### src/rcpwm_pkg.sv
// Shared types and constants for the chained RC PWM decoder.
`default_nettype none

package rcpwm_pkg;

    // Width of the internal time arithmetic; timestamps wrap at this width.
    localparam int TIME_W  = 32;
    localparam int TS_W    = 32;
    localparam int OUT_W   = 32;
    localparam int CFG_W   = 16;
    localparam int CFG_IDX_W = 2;
    localparam int MODE_W  = 3;
    localparam int NUM_END = 5;
    localparam int S_DATA_W = ((TS_W + 7) / 8) * 8;
    localparam int M_BITS   = 3 * OUT_W + 3;
    localparam int M_DATA_W = ((M_BITS + 7) / 8) * 8;

    localparam logic [CFG_IDX_W-1:0] CFG_MAX_ON_TIME      = 2'd0;
    localparam logic [CFG_IDX_W-1:0] CFG_CHANNEL_GAP      = 2'd1;
    localparam logic [CFG_IDX_W-1:0] CFG_SWITCH_THRESHOLD = 2'd2;

    localparam logic [CFG_W-1:0] MAX_ON_TIME_RST      = 16'd2500;
    localparam logic [CFG_W-1:0] CHANNEL_GAP_RST      = 16'd0;
    localparam logic [CFG_W-1:0] SWITCH_THRESHOLD_RST = 16'd1500;

    typedef enum logic [MODE_W-1:0] {
        MODE_CH1 = 3'd0,
        MODE_CH2 = 3'd1,
        MODE_CH3 = 3'd2,
        MODE_CH4 = 3'd3,
        MODE_CH5 = 3'd4,
        MODE_CH6 = 3'd5
    } mode_t;

    typedef struct packed {
        logic [CFG_W-1:0] max_on_time;
        logic [CFG_W-1:0] channel_gap;
        logic [CFG_W-1:0] switch_threshold;
    } cfg_t;

    typedef struct packed {
        logic             switch_six;
        logic             switch_five;
        logic             switch_four;
        logic [OUT_W-1:0] width_three;
        logic [OUT_W-1:0] width_two;
        logic [OUT_W-1:0] width_one;
    } result_t;

endpackage

`default_nettype wire

### src/rcpwm_core.sv
// Decoder state and per-edge update: start/end times, widths and switch states.
`default_nettype none

module rcpwm_core
    import rcpwm_pkg::*;
(
    input  wire logic              aclk,
    input  wire logic              aresetn,
    input  wire logic              en,
    input  wire logic [MODE_W-1:0] mode,
    input  wire logic [TS_W-1:0]   timestamp,
    input  wire cfg_t              cfg,
    output result_t                res_next
);

    logic [TIME_W-1:0] start_reg, start_next;
    logic [TIME_W-1:0] end_reg [NUM_END];
    logic [TIME_W-1:0] end_next [NUM_END];
    logic [TIME_W-1:0] width_reg [3];
    logic [TIME_W-1:0] width_next [3];
    logic [2:0]        sw_reg, sw_next;

    logic [TIME_W-1:0] now;
    logic [TIME_W-1:0] prev_end;
    logic [TIME_W-1:0] since_start;
    logic [TIME_W-1:0] chained;
    logic              sw_on;

    assign now         = TIME_W'(timestamp);
    assign since_start = now - start_reg;
    assign chained     = now - prev_end - TIME_W'(cfg.channel_gap);
    assign sw_on       = chained >= TIME_W'(cfg.switch_threshold);

    // end time of the channel before the one that fired
    always_comb begin
        unique case (mode_t'(mode))
            MODE_CH2: prev_end = end_reg[0];
            MODE_CH3: prev_end = end_reg[1];
            MODE_CH4: prev_end = end_reg[2];
            MODE_CH5: prev_end = end_reg[3];
            MODE_CH6: prev_end = end_reg[4];
            default:  prev_end = end_reg[0];
        endcase
    end

    always_comb begin
        start_next = start_reg;
        end_next   = end_reg;
        width_next = width_reg;
        sw_next    = sw_reg;
        if (en) begin
            unique case (mode_t'(mode))
                MODE_CH1: begin
                    if (since_start > TIME_W'(cfg.max_on_time)) begin
                        start_next = now;
                    end else begin
                        end_next[0]   = now;
                        width_next[0] = since_start;
                    end
                end
                MODE_CH2: begin
                    end_next[1]   = now;
                    width_next[1] = chained;
                end
                MODE_CH3: begin
                    end_next[2]   = now;
                    width_next[2] = chained;
                end
                MODE_CH4: begin
                    end_next[3] = now;
                    sw_next[0]  = sw_on;
                end
                MODE_CH5: begin
                    end_next[4] = now;
                    sw_next[1]  = sw_on;
                end
                MODE_CH6: begin
                    sw_next[2] = sw_on;
                end
                default: begin
                end
            endcase
        end
    end

    always_ff @(posedge aclk) begin
        if (!aresetn) begin
            start_reg <= '0;
            end_reg   <= '{default: '0};
            width_reg <= '{default: '0};
            sw_reg    <= '0;
        end else begin
            start_reg <= start_next;
            end_reg   <= end_next;
            width_reg <= width_next;
            sw_reg    <= sw_next;
        end
    end

    assign res_next.width_one   = OUT_W'(width_next[0]);
    assign res_next.width_two   = OUT_W'(width_next[1]);
    assign res_next.width_three = OUT_W'(width_next[2]);
    assign res_next.switch_four = sw_next[0];
    assign res_next.switch_five = sw_next[1];
    assign res_next.switch_six  = sw_next[2];

endmodule

`default_nettype wire

### src/rc_pwm_chain_decoder.sv
// Throughput: one request per cycle while the output is not stalled;
// the state update is a single registered pass.
// Input register feeds the decode logic, whose result lands in the output register.
// Reset (aresetn low, synchronous) empties both registers, zeroes all times,
// widths and switch states, and loads the register defaults.
// Top level of the chained RC PWM decoder.
`default_nettype none

module rc_pwm_chain_decoder
    import rcpwm_pkg::*;
(
    input  wire logic                 aclk,
    input  wire logic                 aresetn,
    // request channel
    input  wire logic                 s_tvalid,
    output logic                      s_tready,
    input  wire logic [S_DATA_W-1:0]  s_tdata,   // [31:0] timestamp
    input  wire logic [MODE_W-1:0]    s_tuser,   // [2:0] mode
    // result channel
    output logic                      m_tvalid,
    input  wire logic                 m_tready,
    // [31:0] width_one, [63:32] width_two, [95:64] width_three,
    // [96] switch_four, [97] switch_five, [98] switch_six, rest zero
    output logic [M_DATA_W-1:0]       m_tdata,
    // configuration writes
    input  wire logic                 cfg_we,
    input  wire logic [CFG_IDX_W-1:0] cfg_index,
    input  wire logic [CFG_W-1:0]     cfg_data
);

    cfg_t              cfg_reg;
    logic              in_valid_reg;
    logic [MODE_W-1:0] in_mode_reg;
    logic [TS_W-1:0]   in_ts_reg;
    logic              out_valid_reg;
    result_t           out_res_reg;
    result_t           res_next;
    logic              advance;

    assign advance  = !out_valid_reg || m_tready;
    assign s_tready = !in_valid_reg || advance;

    always_ff @(posedge aclk) begin
        if (!aresetn) begin
            cfg_reg.max_on_time      <= MAX_ON_TIME_RST;
            cfg_reg.channel_gap      <= CHANNEL_GAP_RST;
            cfg_reg.switch_threshold <= SWITCH_THRESHOLD_RST;
        end else if (cfg_we) begin
            unique case (cfg_index)
                CFG_MAX_ON_TIME:      cfg_reg.max_on_time      <= cfg_data;
                CFG_CHANNEL_GAP:      cfg_reg.channel_gap      <= cfg_data;
                CFG_SWITCH_THRESHOLD: cfg_reg.switch_threshold <= cfg_data;
                default: begin
                end
            endcase
        end
    end

    always_ff @(posedge aclk) begin
        if (!aresetn) begin
            in_valid_reg <= 1'b0;
        end else if (s_tready) begin
            in_valid_reg <= s_tvalid;
        end
    end

    always_ff @(posedge aclk) begin
        if (s_tvalid && s_tready) begin
            in_mode_reg <= s_tuser;
            in_ts_reg   <= s_tdata[TS_W-1:0];
        end
    end

    rcpwm_core u_core (
        .aclk      (aclk),
        .aresetn   (aresetn),
        .en        (in_valid_reg && advance),
        .mode      (in_mode_reg),
        .timestamp (in_ts_reg),
        .cfg       (cfg_reg),
        .res_next  (res_next)
    );

    always_ff @(posedge aclk) begin
        if (!aresetn) begin
            out_valid_reg <= 1'b0;
        end else if (advance) begin
            out_valid_reg <= in_valid_reg;
        end
    end

    always_ff @(posedge aclk) begin
        if (advance && in_valid_reg) begin
            out_res_reg <= res_next;
        end
    end

    assign m_tvalid = out_valid_reg;
    assign m_tdata  = M_DATA_W'(out_res_reg);

endmodule

`default_nettype wire

### config.mk
export PLATFORM = sky130hd
export DESIGN_NAME = rc_pwm_chain_decoder
export DESIGN_NICKNAME = d
export VERILOG_FILES = /design/src/rcpwm_pkg.sv /design/src/rcpwm_core.sv /design/src/rc_pwm_chain_decoder.sv
export SDC_FILE = /design/constraint.sdc
export NUM_CORES = 1
export LEC_CHECK = 0
export ABC_AREA = 0
export BUFFER_PORTS_ARGS = -buffer_cell sky130_fd_sc_hd__buf_2
export CAP_MARGIN = 20
export CORE_MARGIN = 5
export CORE_UTILIZATION = 40
export CTS_CLUSTER_SIZE = 14
export DETAILED_ROUTE_END_ITERATION = 10
export PLACE_DENSITY_LB_ADDON = 0.08
export SYNTH_ARGS = -nofsm -noshare
export SYNTH_HDL_FRONTEND = slang
export SYNTH_SLANG_ARGS = --single-unit
### constraint.sdc
create_clock -name aclk -period 7 [get_ports aclk]
set_clock_uncertainty 0.15 [all_clocks]
set_input_delay 0.35 -clock aclk [delete_from_list [all_inputs] [get_ports aclk]]
set_output_delay 0.35 -clock aclk [all_outputs]
set_load 0.01 [all_outputs]
**Word-level counts from Yosys, hierarchy flattened**

Cells that the tools add are included.

- Add/sub/neg operators: 3
- $mul: 0
- Divide/modulo/power cells: 0
- Magnitude comparators: 2
- Eq/ne operators: 7
- Shift-type cells: 0
- Multiplexer cells: 10
- Bitwise gates (word level): 1
- Reductions and logical operators: 17

Operators with widths:

| kind | count |
|---|---|
| $mux W32 | 4 |
| $pmux W32 S4 | 1 |
| $mux W96 | 1 |
| $sub A32 B32 Y32 | 2 |
| $ge A32 B16 Y1 | 1 |
| $gt A32 B16 Y1 | 1 |
| $sub A32 B16 Y32 | 1 |
| $reduce_and A2 Y1 | 7 |
| $eq A3 B2 Y1 const B | 2 |
| $eq A3 B3 Y1 const B | 2 |
| $reduce_and A3 Y1 | 2 |
| $eq A3 B1 Y1 const B | 1 |
| $logic_not A3 Y1 | 1 |
| $mux W1 | 3 |
| $mux W3 | 1 |
| $eq A2 B1 Y1 const B | 1 |
| $eq A2 B2 Y1 const B | 1 |
| $logic_and A1 B1 Y1 | 2 |
| $logic_not A1 Y1 | 2 |
| $logic_not A2 Y1 | 1 |
| $logic_or A1 B1 Y1 | 2 |
| $not A1 Y1 | 1 |

- Register bits after elaboration: 475
- Latch bits: 0
- Bits in writable memories: 0
- ROM bits: 0
- Input bits: 58
- Output and inout port bits: 106
- Word-level logic and storage cells: 63
- Memories: 0

**Depth between registers and ports, before layout**

- Word-level depth: 7
- Mapped depth: 28

**Hierarchy**

From an unflattened synthesis, not the netlist that was laid out.

- Cell total of the unflattened synthesis: 2,757
- Area total of the unflattened synthesis: 24,208.2 sq um

By module, submodules not included:

| module | times used | cells an instance | area an instance (sq um) | seq. area each (sq um) |
|---|---|---|---|---|
| rcpwm_core | 1 | 2,421 | 18,182.4 | 5,825.6 |
| rc_pwm_chain_decoder | 1 | 336 | 6,025.8 | 5,024.8 |

**Least setup slack after synthesis**

OpenSTA, ideal clock, no wires.

- Kind: flip-flop to flip-flop
- Start: register in_mode_reg[1]
- End: register out_res_reg, in the netlist m_tdata[97] (data pin)
- Setup time: 0.270 ns
- Data arrival time: 5.137 ns
- Required time: 6.580 ns
- Path slack: 1.443 ns
- Cell stages (with the launch flop): 29
- Buffers on the path: 3
- Cells stage by stage: edfxtp_1 -> nor2b_1 -> nor2b_1 -> clkbuf_1 -> clkbuf_1 -> a22oi_1 -> a31oi_1 -> fa_1 -> inv_1 -> ha_1 -> nor2_1 -> fa_1 -> nand2b_1 -> a21o_1 -> a21boi_0 -> o21ai_0 -> nand2b_1 -> a21o_1 -> a21oi_1 -> xnor2_1 -> ha_1 -> a211o_1 -> a31oi_1 -> or3_1 -> a21oi_1 -> nor4_1 -> and4_1 -> clkbuf_1 -> a21oi_1

RTL lines:

| element | line | RTL |
|---|---|---|
| start, declared | rc_pwm_chain_decoder.sv:33 | `logic [MODE_W-1:0] in_mode_reg;` |
| start signal, assigned | rc_pwm_chain_decoder.sv:69 | `in_mode_reg <= s_tuser;` |
| end signal, assigned | rc_pwm_chain_decoder.sv:94 | `out_res_reg <= res_next;` |
| end, declared | rc_pwm_chain_decoder.sv:36 | `result_t out_res_reg;` |

==> impl_metrics.ini <==
[detailed_routing]
drt-vias-per-instance = 5.32
post_drt_wl_per_cell_um = 19.5
routed_wl_mm = 69.3
route.antenna.remaining_nets = 0
drc = 0
first_iter_violations = 1499
firstDrtPassIters = 6
vias = 18876

[clocking]
cts_buffers = 53
tritoncts = yes
postCtsHoldBufs = 54
cts_buffer_depth = 3
htreeDepth = 2
cts.clk_slew.worst_paths_ps = 60
post-cts-setup-buffer-count = 0
ctsResizeCount = 0
insertion_delay_ps = 610
clkSinkCount = 475
clock-root-buffer = clkbuf_16

[timing]
drv_slew = 0
setup_tns_ps = 0
timing.final.crit_share_pct = 90.6
relSlewSlack_pct = 32.4
rsz0062_at_grt = false
finalSetupViolations = 0
fin_crit_ps = 6340
timing.hold.ws_ps = -5.06
tightest_slew_ps = 1010
hold_viol_final = 2
max_freq_ghz = 0.158

[worst_setup_path]
timing.rr.start = in_mode_reg[2]
worst-setup-path-type = flip-flop to flip-flop
crit_path_end_kind = flip-flop
path_common_cell = a21oi_1
r2r_cells = 25
crit_slowest_cell = nor2b_2
crit_path_start_kind = flip-flop
slowest_delay_ps = 550
required_ps = 7190
startpoint = in_mode_reg[2]
crit_arrival_ps = 6530
worstPathMaxFanout = 11

[floorplan]
dieArea_um2 = 62100
die_y_um = 249
start_util_pct = 40.5
ios = 164
rows = 87
core_um2 = 56500
die_w_um = 249

[layout]
largest_reg_flops = 160
final_util_pct = 46.8
fin_nets = 2934
area_delta_synth_final_pct = 15.7
drive_gt1_share_pct = 10.9
fin_cells = 3549
final_area_um2 = 26500
nFillCells = 5422

[synthesis]
yosysTopAreaCellShare_pct = 29.8
ys_ff_latch = 475
synth_top_area_cell = dfxtp_1
async_flop_share_pct = 0
synthesis.area_um2 = 22900
ys_top_cells_by_area = dfxtp_1, edfxtp_1, nand2_1
yosysSeqAreaShare_pct = 47.4
yosysWarnings = 0
syn_area_per_cell_um2 = 8.75
netlist_instances = 2614
synth_edf_count = 134
ys_types = 81
synthFlopType = dfxtp_1

[job]
maxCapViolCount = 0

[min_path]
hold_path_class = primary input to flip-flop
min_from = cfg_index[0]
hold_depth = 4

[global_route]
grt_pass1_wl_mm = 109
grt_max_degree = 145
antenna_found_initial = 2
first_global_vias = 18684
grt.overflow.total = 0
grt_usage_pct = 21.7

[place]
dp_hpwl_mm = 48.1
port_buffers = 158
dp_cells = 3393
routabilityCongestion = 0.870
place_area_um2 = 24200

[power]
powerDensity_nw_per_um2 = 257
ir_drop_mv = 0.188
leakage_nw = 10.5

[run_status]
status = finished with violations
violations = negative hold slack
synth_stat cells, types with 7 or more instances:
cell type	n
nand2_1	628
dfxtp_1	341
a21oi_1	279
inv_1	166
edfxtp_1	134
clkbuf_1	132
ha_1	111
o21ai_0	93
nor2_1	79
and2_1	66
a22oi_1	65
nand3_1	55
a31oi_1	44
a21o_1	41
mux2i_1	36
and3_1	30
xnor2_1	27
o211ai_1	24
nand4_1	18
fa_1	17
a211oi_1	16
xor2_1	16
nor2b_1	13
nand2b_1	12
buf_1	11
buf_2	11
o21a_1	11
mux2_2	10
and4_1	9
mux2_4	7
nor3_1	7
cell usage in the layout, fill, tap and decap left out, drive strengths merged, types with 6 or more instances in the layout:
cell	count
a211oi	16
a21o	41
a21oi	279
a22oi	66
a31oi	44
and2	66
and3	30
and4	9
buf	184
clkbuf	86
clkinv	9
dfxtp	341
dlygate4sd3	54
edfxtp	134
fa	17
ha	111
inv	168
mux2	17
mux2i	36
nand2	629
nand2b	12
nand3	55
nand4	18
nor2	79
nor2b	13
nor3	7
nor4	6
o211ai	24
o21a	11
o21ai	94
o22ai	6
xnor2	27
xor2	16
worst max-delay path, delay by kind of cell (launching register included):
kind	cells	cell delay (ps)
buffers and inverters	1	80
and+or+nand+nor	8	1980
xor gates and xnor gates	1	310
AOI/OAI and AO/OA	11	1790
adders and majority gates	4	1370
DFF	1	410
logic make-up (layout without fill, tap and decap cells):
| family | Yosys count | count (layout) | share of synthesized area [%] |
|---|---|---|---|
| simple gates | 949 | 949 | 18.2 |
| compound gates | 635 | 635 | 17.0 |
| flops | 475 | 475 | 47.4 |
| buf+inv | 330 | 504 | 5.63 |
| fa+ha+maj | 128 | 128 | 7.56 |
| mux | 53 | 53 | 2.53 |
| xor+xnor | 43 | 43 | 1.65 |
| other cells | 1 | 6 | 0.0164 |
per-layer routing:
| metal | vias to the layer above | track usage [%] | share of wire [%] |
|---|---|---|---|
| met4 | 0 | 5.22 | 2.0 |
| met1 | 9113 | 29.4 | 46 |
| met3 | 79 | 2.66 | 4.3 |
| met2 | 440 | 37.1 | 48 |
| met5 | - | 0 | 0 |
| li1 | 9244 | - | - |
power by group:
part | switching, W | internal, W | total, W
clock | 0.00114 | 0.00153 | 0.00268
combinational | 0.000755 | 0.000416 | 0.00117
sequential | 0.0000553 | 0.00290 | 0.00296
stage by stage:
stage	hold WS [ps]	power, W	setup WS [ps]
after global placement	291	0.00414	925
final	-5.06	0.00681	661
after detailed placement	296	0.00416	738
after CTS	47.6	0.00687	750
after floorplan	286	0.00377	1440
after global routing	12.9	0.00712	128
layout make-up:
| cell class | instances | area [um^2] | share of cell area [%] |
|---|---|---|---|
| clock inverters | 13 | 135 | 0.511 |
| inverters | 167 | 634 | 2.40 |
| repair buffers | 238 | 1580 | 5.96 |
| flip-flops and latches | 475 | 10900 | 41.0 |
| well taps | 756 | 946 | 3.58 |
| clock buffers | 86 | 1530 | 5.78 |
| multi-input cells | 1813 | 10800 | 40.7 |
| diodes | 1 | 2.50 | 0.00946 |
path summary, 6_finish.rpt:
check / slack, ps / end
min: -5 / cfg_reg[41]
min reg2reg: 300 / u_core.end_reg[104]
max: 660 / m_tdata[97]
max reg2reg: 660 / m_tdata[97]
No activity file was read; power rests on OpenSTA's default activity.
